**src/rtl/etl_pkg.sv**
```systemverilog
// etl_pkg: shared types, codes and the control store of the tween timeline
// depends on nothing; used by etl_useq and eased_tween_timeline_unit
`timescale 1ns / 1ps

package etl_pkg;

   localparam int CSR_IDX_W = 3;
   localparam int STEP_W    = 4;
   localparam int STEP_COUNT = 10;

   localparam logic [17:0] ELAPSED_MAX = 18'h1FFFF;

   typedef enum logic [2:0] {
      REG_DURATION  = 3'd0,
      REG_DELAY     = 3'd1,
      REG_EASE_MODE = 3'd2,
      REG_LOOP      = 3'd3,
      REG_FROM_X    = 3'd4,
      REG_TO_X      = 3'd5,
      REG_FROM_Y    = 3'd6,
      REG_TO_Y      = 3'd7
   } etl_reg_type;

   typedef enum logic [2:0] {
      OP_TICK   = 3'd0,
      OP_START  = 3'd1,
      OP_STOP   = 3'd2,
      OP_PAUSE  = 3'd3,
      OP_RESUME = 3'd4
   } etl_op_type;

   typedef enum logic [1:0] {
      EASE_LINEAR      = 2'd0,
      EASE_QUAD_IN     = 2'd1,
      EASE_QUAD_OUT    = 2'd2,
      EASE_QUAD_IN_OUT = 2'd3
   } etl_ease_type;

   typedef struct packed {
      logic [2:0]  op;
      logic [15:0] dt;
   } etl_req_type;

   typedef struct packed {
      logic signed [15:0] value_x;
      logic signed [15:0] value_y;
      logic               applied;
      logic [16:0]        eased_progress;
      logic               playing;
      logic               finished;
      logic               complete;
   } etl_rsp_type;

   // datapath operation of one control word
   typedef enum logic [3:0] {
      UOP_ADD   = 4'd0,
      UOP_CHECK = 4'd1,
      UOP_DIV   = 4'd2,
      UOP_EMUL  = 4'd3,
      UOP_SHAPE = 4'd4,
      UOP_MULX  = 4'd5,
      UOP_VALX  = 4'd6,
      UOP_MULY  = 4'd7,
      UOP_VALY  = 4'd8,
      UOP_DONE  = 4'd9
   } etl_uop_type;

   typedef enum logic [1:0] {
      JMP_NONE = 2'd0,
      JMP_NEG  = 2'd1,
      JMP_FULL = 2'd2,
      JMP_LOOP = 2'd3
   } etl_jmp_type;

   typedef logic [STEP_W-1:0] etl_step_type;

   localparam etl_step_type STEP_DIV  = 4'd2;
   localparam etl_step_type STEP_EMUL = 4'd3;
   localparam etl_step_type STEP_DONE = 4'd9;

   typedef struct packed {
      etl_uop_type  uop;
      etl_jmp_type  jmp;
      etl_step_type target;
   } etl_cw_type;

   typedef struct packed {
      logic neg;
      logic full;
      logic div_more;
   } etl_cond_type;

   localparam etl_cw_type UCODE [STEP_COUNT] = '{
      '{uop: UOP_ADD,   jmp: JMP_NEG,  target: STEP_DONE},
      '{uop: UOP_CHECK, jmp: JMP_FULL, target: STEP_EMUL},
      '{uop: UOP_DIV,   jmp: JMP_LOOP, target: STEP_DIV},
      '{uop: UOP_EMUL,  jmp: JMP_NONE, target: STEP_DONE},
      '{uop: UOP_SHAPE, jmp: JMP_NONE, target: STEP_DONE},
      '{uop: UOP_MULX,  jmp: JMP_NONE, target: STEP_DONE},
      '{uop: UOP_VALX,  jmp: JMP_NONE, target: STEP_DONE},
      '{uop: UOP_MULY,  jmp: JMP_NONE, target: STEP_DONE},
      '{uop: UOP_VALY,  jmp: JMP_NONE, target: STEP_DONE},
      '{uop: UOP_DONE,  jmp: JMP_NONE, target: STEP_DONE}
   };

endpackage

```
**src/rtl/etl_useq.sv**
```systemverilog
// etl_useq: step counter and control store fetch with conditional jumps
// depends on etl_pkg for the control word, condition struct and program
`timescale 1ns / 1ps

module etl_useq (
   input  logic                  clock,
   input  logic                  reset,
   input  logic                  launch,
   input  logic                  hold,
   input  etl_pkg::etl_cond_type cond,
   output etl_pkg::etl_cw_type   cw,
   output logic                  running
);
   import etl_pkg::*;

   etl_step_type step_ff, step_in;
   logic         run_ff, run_in;
   logic         taken;

   assign cw      = UCODE[step_ff];
   assign running = run_ff;

   always_comb begin
      unique case (cw.jmp)
         JMP_NONE: taken = 1'b0;
         JMP_NEG:  taken = cond.neg;
         JMP_FULL: taken = cond.full;
         JMP_LOOP: taken = cond.div_more;
         default:  taken = 1'b0;
      endcase
   end

   always_comb begin
      step_in = step_ff;
      run_in  = run_ff;
      if (launch) begin
         step_in = '0;
         run_in  = 1'b1;
      end else if (run_ff) begin
         if (cw.uop == UOP_DONE) begin
            if (!hold) begin
               run_in  = 1'b0;
               step_in = '0;
            end
         end else if (taken) begin
            step_in = cw.target;
         end else begin
            step_in = step_ff + 1'b1;
         end
      end
   end

   always_ff @(posedge clock) begin
      if (reset) begin
         step_ff <= '0;
         run_ff  <= 1'b0;
      end else begin
         step_ff <= step_in;
         run_ff  <= run_in;
      end
   end

   a_step_range: assert property (@(posedge clock) disable iff (reset)
      run_ff |-> (step_ff < STEP_W'(STEP_COUNT)))
      else $error("step counter outside program");

endmodule

```
**src/rtl/eased_tween_timeline_unit.sv**
```systemverilog
// eased_tween_timeline_unit: two-channel eased ramp engine, datapath and flags
// depends on etl_pkg and etl_useq
`timescale 1ns / 1ps

// Input words on req_ (valid/ready) carry an op and a dt: tick, start, stop,
// pause or resume. Every word gives exactly one result word on rsp_.
// Configuration is written through csr_we/csr_idx/csr_wdata while idle.
// Control words and ticks that do nothing load the result register at the
// accepting edge, so their result is valid the next cycle.
// A tick on a running timeline steps through the control store:
// elapsed add, range check, a restoring divider giving one quotient bit per
// cycle, then the shared multiplier for the easing curve and each channel.
// Full progress skips the divider, and a tick still in the delay goes from
// the elapsed add straight to the result. One word is in flight at a time.
// Reset clears flags, elapsed count, configuration and the result valid bit.
// When the receiver stalls the result word holds and no new word is taken
// until the pending one is drained; a tick only starts once the result
// register is free, so its last step never waits.
module eased_tween_timeline_unit #(
   parameter int FRAC_BITS   = 16,
   parameter int VALUE_WIDTH = 16,
   parameter int CSR_W       = (VALUE_WIDTH > 16) ? VALUE_WIDTH : 16
) (
   input  logic                              clock,
   input  logic                              reset,
   input  logic                              req_valid,
   output logic                              req_ready,
   input  etl_pkg::etl_req_type              req_data,
   output logic                              rsp_valid,
   input  logic                              rsp_ready,
   output etl_pkg::etl_rsp_type              rsp_data,
   input  logic                              csr_we,
   input  logic [etl_pkg::CSR_IDX_W-1:0]     csr_idx,
   input  logic [CSR_W-1:0]                  csr_wdata
);
   import etl_pkg::*;

   localparam int EW    = FRAC_BITS + 1;
   localparam int MA_W  = (VALUE_WIDTH + 1 > FRAC_BITS + 2) ? VALUE_WIDTH + 1 : FRAC_BITS + 2;
   localparam int MB_W  = FRAC_BITS + 3;
   localparam int PW    = MA_W + MB_W;
   localparam int CNT_W = $clog2(FRAC_BITS + 1);

   localparam logic [EW-1:0]        ONE_FX  = EW'(1) << FRAC_BITS;
   localparam logic [EW-1:0]        HALF_FX = EW'(1) << (FRAC_BITS - 1);
   localparam logic [FRAC_BITS+1:0] TWO_FX  = (FRAC_BITS + 2)'(1) << (FRAC_BITS + 1);
   localparam logic [PW-1:0]        RND     = PW'(1) << (FRAC_BITS - 1);

   // configuration
   logic [15:0]             dur_ff, delay_ff;
   etl_ease_type            mode_ff;
   logic                    loop_ff;
   logic [VALUE_WIDTH-1:0]  from_x_ff, to_x_ff, from_y_ff, to_y_ff;

   // timeline state and datapath
   logic signed [17:0]      elapsed_ff, elapsed_in;
   logic                    playing_ff, playing_in;
   logic                    finished_ff, finished_in;
   logic [15:0]             dt_ff;
   logic [EW-1:0]           t_ff, e_ff;
   logic [15:0]             rem_ff;
   logic [CNT_W-1:0]        count_ff;
   logic                    full_ff, applied_ff;
   logic signed [PW-1:0]    prod_ff;
   logic [VALUE_WIDTH-1:0]  vx_ff, vy_ff;
   logic                    rsp_valid_ff;
   etl_rsp_type             rsp_ff, rsp_in;
   logic                    rsp_load;

   etl_cw_type              cw;
   etl_cond_type            cond;
   logic                    running, launch, hold, accept;

   logic signed [18:0]      el_sum;
   logic [17:0]             el_sat;
   logic [16:0]             rem2;
   logic                    div_ge;
   logic                    upper_half;
   logic [FRAC_BITS+1:0]    two_minus_t;
   logic signed [MA_W-1:0]  mul_a;
   logic signed [MB_W-1:0]  mul_b;
   logic signed [PW-1:0]    product, shaped, rounded, q_val;
   logic signed [VALUE_WIDTH:0] diff_x, diff_y;
   logic [EW+15:0]          ep_wide;
   logic [VALUE_WIDTH-1:0]  from_sel;

   assign accept    = req_valid && req_ready;
   assign req_ready = !running && (!rsp_valid_ff || rsp_ready);
   assign launch    = accept && (req_data.op == OP_TICK) && playing_ff && !finished_ff;
   assign hold      = rsp_valid_ff && !rsp_ready;
   assign rsp_valid = rsp_valid_ff;
   assign rsp_data  = rsp_ff;

   etl_useq u_useq (
      .clock   (clock),
      .reset   (reset),
      .launch  (launch),
      .hold    (hold),
      .cond    (cond),
      .cw      (cw),
      .running (running)
   );

   // configuration writes
   always_ff @(posedge clock) begin
      if (reset) begin
         dur_ff    <= '0;
         delay_ff  <= '0;
         mode_ff   <= EASE_LINEAR;
         loop_ff   <= 1'b0;
         from_x_ff <= '0;
         to_x_ff   <= '0;
         from_y_ff <= '0;
         to_y_ff   <= '0;
      end else if (csr_we) begin
         unique case (etl_reg_type'(csr_idx))
            REG_DURATION:  dur_ff    <= csr_wdata[15:0];
            REG_DELAY:     delay_ff  <= csr_wdata[15:0];
            REG_EASE_MODE: mode_ff   <= etl_ease_type'(csr_wdata[1:0]);
            REG_LOOP:      loop_ff   <= csr_wdata[0];
            REG_FROM_X:    from_x_ff <= csr_wdata[VALUE_WIDTH-1:0];
            REG_TO_X:      to_x_ff   <= csr_wdata[VALUE_WIDTH-1:0];
            REG_FROM_Y:    from_y_ff <= csr_wdata[VALUE_WIDTH-1:0];
            REG_TO_Y:      to_y_ff   <= csr_wdata[VALUE_WIDTH-1:0];
            default:       dur_ff    <= dur_ff;
         endcase
      end
   end

   // saturating elapsed add
   assign el_sum = {elapsed_ff[17], elapsed_ff} + $signed({3'b000, dt_ff});
   assign el_sat = (el_sum[18:17] == 2'b01) ? ELAPSED_MAX : el_sum[17:0];

   // restoring divider step
   assign rem2   = {rem_ff, 1'b0};
   assign div_ge = rem2 >= {1'b0, dur_ff};

   assign cond.neg      = el_sat[17];
   assign cond.full     = (dur_ff == '0) || (elapsed_ff[16:0] >= {1'b0, dur_ff});
   assign cond.div_more = count_ff != CNT_W'(1);

   // shared multiplier operands
   assign upper_half  = (mode_ff == EASE_QUAD_OUT) ||
                        ((mode_ff == EASE_QUAD_IN_OUT) && (t_ff >= HALF_FX));
   assign two_minus_t = TWO_FX - {1'b0, t_ff};
   assign diff_x = $signed({to_x_ff[VALUE_WIDTH-1], to_x_ff} - {from_x_ff[VALUE_WIDTH-1], from_x_ff});
   assign diff_y = $signed({to_y_ff[VALUE_WIDTH-1], to_y_ff} - {from_y_ff[VALUE_WIDTH-1], from_y_ff});

   always_comb begin
      mul_a = MA_W'({1'b0, t_ff});
      mul_b = MB_W'({1'b0, t_ff});
      case (cw.uop)
         UOP_EMUL: begin
            if (upper_half) mul_b = MB_W'(two_minus_t);
         end
         UOP_MULX: begin
            mul_a = MA_W'(diff_x);
            mul_b = MB_W'({1'b0, e_ff});
         end
         UOP_MULY: begin
            mul_a = MA_W'(diff_y);
            mul_b = MB_W'({1'b0, e_ff});
         end
         default: begin
            mul_a = MA_W'({1'b0, t_ff});
         end
      endcase
   end

   assign product  = PW'(mul_a) * PW'(mul_b);
   assign shaped   = (mode_ff == EASE_QUAD_IN_OUT) ? (prod_ff >>> (FRAC_BITS - 1))
                                                   : (prod_ff >>> FRAC_BITS);
   assign rounded  = prod_ff + $signed(RND);
   assign q_val    = rounded >>> FRAC_BITS;
   assign from_sel = (cw.uop == UOP_VALX) ? from_x_ff : from_y_ff;
   assign ep_wide  = {e_ff, 16'h0000} >> FRAC_BITS;

   always_ff @(posedge clock) begin
      if (running) begin
         case (cw.uop)
            UOP_ADD: begin
               dt_ff <= dt_ff;
            end
            UOP_CHECK: begin
               full_ff  <= cond.full;
               t_ff     <= cond.full ? ONE_FX : '0;
               rem_ff   <= elapsed_ff[15:0];
               count_ff <= CNT_W'(FRAC_BITS);
            end
            UOP_DIV: begin
               rem_ff   <= div_ge ? 16'(rem2 - {1'b0, dur_ff}) : rem2[15:0];
               t_ff     <= {t_ff[EW-2:0], div_ge};
               count_ff <= count_ff - 1'b1;
            end
            UOP_EMUL, UOP_MULX, UOP_MULY: begin
               prod_ff <= product;
            end
            UOP_SHAPE: begin
               if (mode_ff == EASE_LINEAR) begin
                  e_ff <= t_ff;
               end else if ((mode_ff == EASE_QUAD_IN_OUT) && (t_ff >= HALF_FX)) begin
                  e_ff <= shaped[EW-1:0] - ONE_FX;
               end else begin
                  e_ff <= shaped[EW-1:0];
               end
            end
            UOP_VALX: vx_ff <= from_sel + q_val[VALUE_WIDTH-1:0];
            UOP_VALY: vy_ff <= from_sel + q_val[VALUE_WIDTH-1:0];
            default: begin
               e_ff <= e_ff;
            end
         endcase
      end
      if (launch) dt_ff <= req_data.dt;
   end

   // flags, elapsed count and result word
   always_comb begin
      elapsed_in  = elapsed_ff;
      playing_in  = playing_ff;
      finished_in = finished_ff;
      rsp_load    = 1'b0;
      rsp_in      = '0;
      if (accept && !launch) begin
         rsp_load = 1'b1;
         case (req_data.op)
            OP_START: begin
               elapsed_in  = $signed(18'h00000 - {2'b00, delay_ff});
               playing_in  = 1'b1;
               finished_in = 1'b0;
            end
            OP_STOP: begin
               playing_in  = 1'b0;
               finished_in = 1'b1;
            end
            OP_PAUSE:  playing_in = 1'b0;
            OP_RESUME: begin
               if (!finished_ff) playing_in = 1'b1;
            end
            default:   playing_in = playing_ff;
         endcase
      end else if (running && (cw.uop == UOP_ADD)) begin
         elapsed_in = $signed(el_sat);
      end else if (running && (cw.uop == UOP_DONE) && !hold) begin
         rsp_load = 1'b1;
         if (applied_ff) begin
            rsp_in.value_x        = 16'(vx_ff);
            rsp_in.value_y        = 16'(vy_ff);
            rsp_in.applied        = 1'b1;
            rsp_in.eased_progress = ep_wide[16:0];
            if (full_ff) begin
               if (loop_ff) begin
                  elapsed_in = '0;
               end else begin
                  finished_in     = 1'b1;
                  playing_in      = 1'b0;
                  rsp_in.complete = 1'b1;
               end
            end
         end
      end
      rsp_in.playing  = playing_in;
      rsp_in.finished = finished_in;
   end

   always_ff @(posedge clock) begin
      if (reset) begin
         elapsed_ff   <= '0;
         playing_ff   <= 1'b0;
         finished_ff  <= 1'b0;
         applied_ff   <= 1'b0;
         rsp_valid_ff <= 1'b0;
      end else begin
         elapsed_ff  <= elapsed_in;
         playing_ff  <= playing_in;
         finished_ff <= finished_in;
         if (running && (cw.uop == UOP_ADD)) applied_ff <= !cond.neg;
         if (rsp_load) begin
            rsp_valid_ff <= 1'b1;
         end else if (rsp_ready) begin
            rsp_valid_ff <= 1'b0;
         end
      end
   end

   always_ff @(posedge clock) begin
      if (rsp_load) rsp_ff <= rsp_in;
   end

   a_busy_blocks_input: assert property (@(posedge clock) disable iff (reset)
      running |-> !req_ready)
      else $error("input taken while a tick is in progress");

   a_complete_flags: assert property (@(posedge clock) disable iff (reset)
      (rsp_valid_ff && rsp_ff.complete) |-> (rsp_ff.finished && !rsp_ff.playing))
      else $error("complete without finished state");

   a_not_applied_zero: assert property (@(posedge clock) disable iff (reset)
      (rsp_valid_ff && !rsp_ff.applied) |->
      ((rsp_ff.value_x == '0) && (rsp_ff.value_y == '0) && (rsp_ff.eased_progress == '0)))
      else $error("values reported without applied");

   a_result_held: assert property (@(posedge clock) disable iff (reset)
      (rsp_valid_ff && !rsp_ready) |=> (rsp_valid_ff && $stable(rsp_ff)))
      else $error("stalled result word changed");

endmodule
```
**config.mk**
```make
export PLATFORM = sky130hd
export DESIGN_NAME = eased_tween_timeline_unit
export DESIGN_NICKNAME = d
export VERILOG_FILES = /design/src/rtl/etl_pkg.sv /design/src/rtl/etl_useq.sv /design/src/rtl/eased_tween_timeline_unit.sv
export SDC_FILE = /design/constraint.sdc
export NUM_CORES = 2
export LEC_CHECK = 0
export ABC_AREA = 1
export BUFFER_PORTS_ARGS = -buffer_cell sky130_fd_sc_hd__buf_2
export CORE_ASPECT_RATIO = 0.5
export CORE_MARGIN = 2
export CORE_UTILIZATION = 56
export DETAILED_ROUTE_END_ITERATION = 8
export GPL_TIMING_DRIVEN = 0
export PLACE_DENSITY_LB_ADDON = 0.12
export SYNTH_ARGS = -nofsm -noshare
export SYNTH_HDL_FRONTEND = slang
export SYNTH_SLANG_ARGS = --single-unit
```
**constraint.sdc**
```tcl
create_clock -name clock -period 8.5 [get_ports clock]
set_input_delay 1.7 -clock clock [delete_from_list [all_inputs] [get_ports clock]]
set_output_delay 1.7 -clock clock [all_outputs]
set_load 0.1 [all_outputs]
```
# Word level (Yosys, flattened, before mapping)

Memories as Yosys holds them, arrays and structs flattened.
Index checks and enable logic that the tools add are counted.

Word-level logic and storage cells: 189
Flip-flop bits (word level): 316
Output and inout port bits: 55
ROM bits: 160
Memories kept: 1
Input port bits: 43

Memories:

| memory          | words | bits a word | rd ports | clocked after Yosys merged registers in | wr ports | line           | source |
|---|---|---|---|---|---|---|---|
| (no name shown) | 16    | 10          | 1        | 0                                       | 0        | etl_useq.sv:20 | `assign cw = UCODE[step_ff];` |

Reductions and logical operators: 56
Equality and inequality tests: 29
Multipliers: 1
Order comparisons: 4
$add $sub $neg: 11
Mux-type cells: 52
Bitwise operators: 4

Operators by type and width:

| cell                   | number |
|---|---|
| $mux 18                | 10 |
| $pmux 18 s2            | 2 |
| $mux 17                | 4 |
| $ge 17x16->1           | 2 |
| $pmux 17 s2            | 1 |
| $sub 16x16->17         | 2 |
| $mul 18x19->33         | 1 |
| $add 32x17->32 const B | 1 |
| $mux 16                | 2 |
| $pmux 16 s2            | 1 |
| $reduce_and 2->1       | 15 |
| $mux 1                 | 23 |
| $mux 10                | 2 |
| $add 18x17->19         | 1 |
| $sub 18x17->18 const A | 1 |
| $ge 17x16->1 const B   | 1 |
| $sub 1x16->17 const A  | 1 |
| $sub 17x17->17 const B | 1 |
| $add 16x16->16         | 1 |
| $eq 4x3->1 const B     | 4 |
| $logic_not 16->1       | 1 |
| $sub 16x16->16         | 1 |
| $eq 3x3->1 const B     | 5 |
| $eq 3x2->1 const B     | 4 |
| 32 further kinds       | 70 |

# Longest topological paths before layout

Depth in word-level cells: 11
Depth in mapped cells: 44
Gate-level depth less buffers: 44

# Cells and area by module

From an unflattened synthesis, not the netlist that was laid out.

Cell total of the unflattened synthesis: 3449
Area, all modules: 27721.6 sq um

By module, submodules not included:

| module                    | area an instance (sq um) | sequential area each (sq um) | cells each | instances |
|---|---|---|---|---|
| eased_tween_timeline_unit | 27293.7                  | 7677.4                       | 3387       | 1 |
| etl_useq                  | 427.9                    | 100.1                        | 62         | 1 |

# Worst setup path after synthesis

OpenSTA, ideal clock, no wires.

Path type: register -> register
Start point: register to_y_ff[0]
End point: register prod_ff[32], data pin
Library setup time: 0.249 ns
Setup slack: 1.325 ns
Buffers on the path: 1
Stages on the path, launching flop included: 43
Period minus slack after synthesis: 7.175 ns
Arrival: 6.926 ns
Required time: 8.251 ns
Cell sequence: dfxtp_1 inv_1 ha_1 fa_1 inv_1 nand3_1 nand2_1 nand2_1 nand2_1 nand2_1 nand3_1 nand2_1 nand2_1 a21oi_1 nand2b_1 nand3_1 nand3_1 o21ai_1 [... 7 more ...] inv_1 fa_1 inv_1 fa_1 inv_1 ha_1 a21oi_1 inv_1 a31oi_1 o21ai_0 a31oi_1 nand2_1 a21oi_1 nand3_1 nand2_1 nand2_1 nand2_1 inv_1

Word-level cells in the longest chain between the ends: 3

RTL lines:

| item                   | line                             | source |
|---|---|---|
| start, declared        | eased_tween_timeline_unit.sv:53  | `logic [VALUE_WIDTH-1:0] from_x_ff, to_x_ff, from_y_ff, to_y_ff;` |
| start signal, assigned | eased_tween_timeline_unit.sv:124 | `REG_TO_Y: to_y_ff <= csr_wdata[VALUE_WIDTH-1:0];` |
| $sub 16x16->17         | eased_tween_timeline_unit.sv:147 | `assign diff_y = $signed({to_y_ff[VALUE_WIDTH-1], to_y_ff} - {from_y_ff[VALUE_WIDTH-1], from_y_ff});` |
| $pmux 18 s2            | eased_tween_timeline_unit.sv:152 | `case (cw.uop)` |
| $mul 18x19->33         | eased_tween_timeline_unit.sv:170 | `assign product = PW'(mul_a) * PW'(mul_b);` |
| named net product[32]  | eased_tween_timeline_unit.sv:82  | `logic signed [PW-1:0] product, shaped, rounded, q_val;` |
| end signal, assigned   | eased_tween_timeline_unit.sv:196 | `prod_ff <= product;` |
| end, declared          | eased_tween_timeline_unit.sv:64  | `logic signed [PW-1:0] prod_ff;` |

The timed path passes the listed nets, and every way through them passes these cells.
A chain may end at the register's enable or synchronous reset.

# Final worst setup path

Start point: register from_y_ff[0]
End point: register prod_ff[32], data pin

Word-level cells in the longest chain between the ends: 3

RTL lines:

| item                   | line                             | source |
|---|---|---|
| start, declared        | eased_tween_timeline_unit.sv:53  |  |
| start signal, assigned | eased_tween_timeline_unit.sv:123 | `REG_FROM_Y: from_y_ff <= csr_wdata[VALUE_WIDTH-1:0];` |
| $sub 16x16->17         | eased_tween_timeline_unit.sv:147 |  |
| $pmux 18 s2            | eased_tween_timeline_unit.sv:152 |  |
| $mul 18x19->33         | eased_tween_timeline_unit.sv:170 |  |
| named net product[32]  | eased_tween_timeline_unit.sv:82  |  |

The timed path passes the listed nets, and every way through them passes these cells.

==> impl_metrics.tcl <==
set metrics [dict create \
    ant_nets 0 \
    die_x_um 319 \
    arrival_ns 8.42 \
    final_util 0.624 \
    clk_path_buf_depth 3 \
    period_share 0.950 \
    cp_data_required_time_ns 8.84 \
    maxCapViolCount 0 \
    gr-usage-all-layers 0.312 \
    placedCellCount 4206 \
    critPathSlowestCell "fa_1" \
    ys_ff_latch 301 \
    drt-initial-drc-count 2290 \
    synthCells 3442 \
    die_h_um 161 \
    synth_top_family_by_area "adder cells" \
    holdCritPathClass "flop to flop" \
    cts_buffers 31 \
    end_kind "flop" \
    synth-warning-count 0 \
    rows 57 \
    grt_pass1_vias 23000 \
    die_area_sq_um 51500 \
    synth_compound_area_frac 0.127 \
    yosys.area.top_type "edfxtp_1" \
    worst_slew_pin_slew_ns 1.08 \
    fin_cells 4270 \
    setup.worst_path.end "prod_ff[32]$_DFFE_PP_" \
    wirelength_um 79800 \
    drive_gt1_frac 0.0931 \
    synth_area_per_cell_sq_um 8.06 \
    r2r_end "prod_ff[32]$_DFFE_PP_" \
    antenna_found_initial 1 \
    r2r_start "from_y_ff[0]$_SDFFE_PP0P_" \
    vias 23500 \
    peakVddDrop_uv 120 \
    syn_area_sq_um 27800 \
    synth.most_common_cell "inv_1" \
    io_pins 98 \
    async_reset_ff_frac 0 \
    portBuffers 97 \
    yosys.area_share.simple 0.180 \
    hold_violations 0 \
    nets 4103 \
    viasPerCell 5.50 \
    post_drt_wl_per_cell_um 18.7 \
    dpl.hpwl_um 65100 \
    cts.htree.levels 1 \
    drv_slew 0 \
    critical_path.startpoint "from_y_ff[0]$_SDFFE_PP0P_" \
    path_clk_slew_ns 0.07 \
    hold_buffers 0 \
    synth-seq-area-share 0.280 \
    post-route-drc-count 0 \
    grt_pass1_wl_um 126000 \
    grt_overflow 0 \
    cp_common_cell "nand2_1" \
    cts_root_buffer "clkbuf_16" \
    synth_area_leaders "edfxtp_1 (19%), fa_1 (19%), ha_1 (9.2%)" \
    synth_fa_ha_area_frac 0.279 \
    synth_common_cells "inv_1 (655), nand2_1 (602), nor2_1 (361), fa_1 (259), a21oi_1 (234)" \
    grt_max_degree 44 \
    synth_top_cell_area_share 0.189 \
    coreArea_sq_um 48700 \
    fin_crit_ns 8.07 \
    fin_skew_ns 0.0134 \
    clk-insertion-delay-late_ns 0.59 \
    p_per_area_nw_per_um2 125 \
    initial_core_util 0.570 \
    setup_viol 0 \
    synthFlopType "edfxtp_1" \
    firstDrtPassIters 6 \
    path_max_fanout 10 \
    crit_path_start_kind "flop" \
    critical_path_class "flop to flop" \
    leakage_nw 14.7 \
    synth_cell_type_count 62 \
    timing.fmax_mhz 124 \
    cpPeakStageDelay_ns 0.60 \
    synth_edf_count 175 \
    areaGrowthSynthToFinish_pct 9.51 \
    synthXorXnorAreaFrac 0.0234 \
    synthMuxAreaShare 0 \
    outcome "complete, no violations" \
    rrSetupSlack_ns 0.43 \
    cts_tree "yes" \
    slew_headroom 0.282 \
    r2r_cells 38 \
    hold_ws_ns 0.473 \
    place_congestion 0.969 \
    cts_num_sinks 301 \
]
worst min path at each step:
stage / end / start / cells after the start / slack (ns)
floorplan: to_x_ff[0]$_SDFFE_PP0P_ / to_x_ff[0]$_SDFFE_PP0P_ / 2 / 0.43
global placement: to_x_ff[0]$_SDFFE_PP0P_ / to_x_ff[0]$_SDFFE_PP0P_ / 2 / 0.45
detailed placement: to_x_ff[0]$_SDFFE_PP0P_ / to_x_ff[0]$_SDFFE_PP0P_ / 2 / 0.46
CTS: to_x_ff[0]$_SDFFE_PP0P_ / to_x_ff[0]$_SDFFE_PP0P_ / 2 / 0.47
global route: to_x_ff[0]$_SDFFE_PP0P_ / to_x_ff[0]$_SDFFE_PP0P_ / 2 / 0.49
finish: to_x_ff[0]$_SDFFE_PP0P_ / to_x_ff[0]$_SDFFE_PP0P_ / 2 / 0.47
cell families after synthesis:
| group | Yosys count |
|---|---|
| buffers and inverters | 791 |
| AO/OA/AOI/OAI | 620 |
| adder cells (fa/ha/maj) | 464 |
| other | 2 |
| XOR/XNOR | 74 |
| AND/OR/NAND/NOR | 1190 |
| flip-flops | 301 |
state kept, by name (all words and copies together) (netlist names), 16 cells and up:
name        cells
rsp_data       53
elapsed_ff     18
prod_ff        18
e_ff           17
t_ff           17
delay_ff       16
dt_ff          16
dur_ff         16
from_x_ff      16
from_y_ff      16
rem_ff         16
to_x_ff        16
to_y_ff        16
vx_ff          16
vy_ff          16
cell usage in the layout, fill, tap and decap left out, types with 8 or more instances in the layout:
master / instances
dfxtp_1: 126
nand2_1: 595
nor2_2: 18
o21ai_0: 218
nand3_1: 101
clkinv_1: 8
ha_1: 204
o221ai_1: 12
nor3_1: 20
clkinv_2: 8
xnor2_1: 24
nand4_1: 31
o21ai_1: 35
edfxtp_1: 175
nor2_1: 359
a31oi_1: 23
conb_1: 15
nand2_2: 18
inv_1: 652
fa_1: 258
o211ai_1: 26
xor2_1: 50
a21oi_2: 10
buf_4: 19
a21o_1: 9
o21ai_2: 15
clkbuf_16: 35
inv_2: 32
a21oi_1: 231
clkbuf_1: 57
buf_2: 120
routing by layer:
| layer | share of wire | track usage | vias up |
|---|---|---|---|
| met5 | 0 | 0 | - |
| met4 | 0.031 | 0.0853 | 0 |
| met3 | 0.065 | 0.0381 | 142 |
| met2 | 0.47 | 0.532 | 827 |
| met1 | 0.43 | 0.422 | 11300 |
| li1 | - | - | 11300 |
worst max-delay path: cells and delay by family, from the launching register on:
| family | cells | cell delay [ns] |
|---|---|---|
| adder cells (fa/ha/maj) | 9 | 4.28 |
| AO/OA/AOI/OAI | 5 | 0.77 |
| AND/OR/NAND/NOR | 15 | 1.49 |
| buffers and inverters | 9 | 0.88 |
| flip-flops | 1 | 0.37 |
area by class of cell:
cell class	count	area [sq um]
inverter	692	2610
buffer	99	479
fill	4321	18300
clock buffer	41	928
antenna	1	2.50
sequential	301	7780
tap	649	812
clock inverter	16	138
timing repair buffer	108	604
multi-input combinational	2363	17000
report_power, final:
group,internal (mW),switching [mW]
clock,0.827,0.598
sequential,1.59,0.0284
combinational,0.239,0.523
stage by stage:
stage	area [sq um]	TNS, ns	worst slack [ns]	power [mW]
floorplan	27800	0	1.33	2.20
global placement	29100	-0.0259	-0.0259	2.38
detailed placement	29200	-0.00980	-0.00980	2.39
CTS	30300	0	0.0479	3.81
global route	30400	-0.0419	-0.0419	3.96
finish	30400	0	0.426	3.81
timing repair:
action                                  4_1_cts  5_1_grt
pin swaps                                     0        2
endpoints found under the setup margin        1        2
resized for setup                             1       23
setup buffers                                 0        6
No activity file was read; power rests on OpenSTA's default activity.
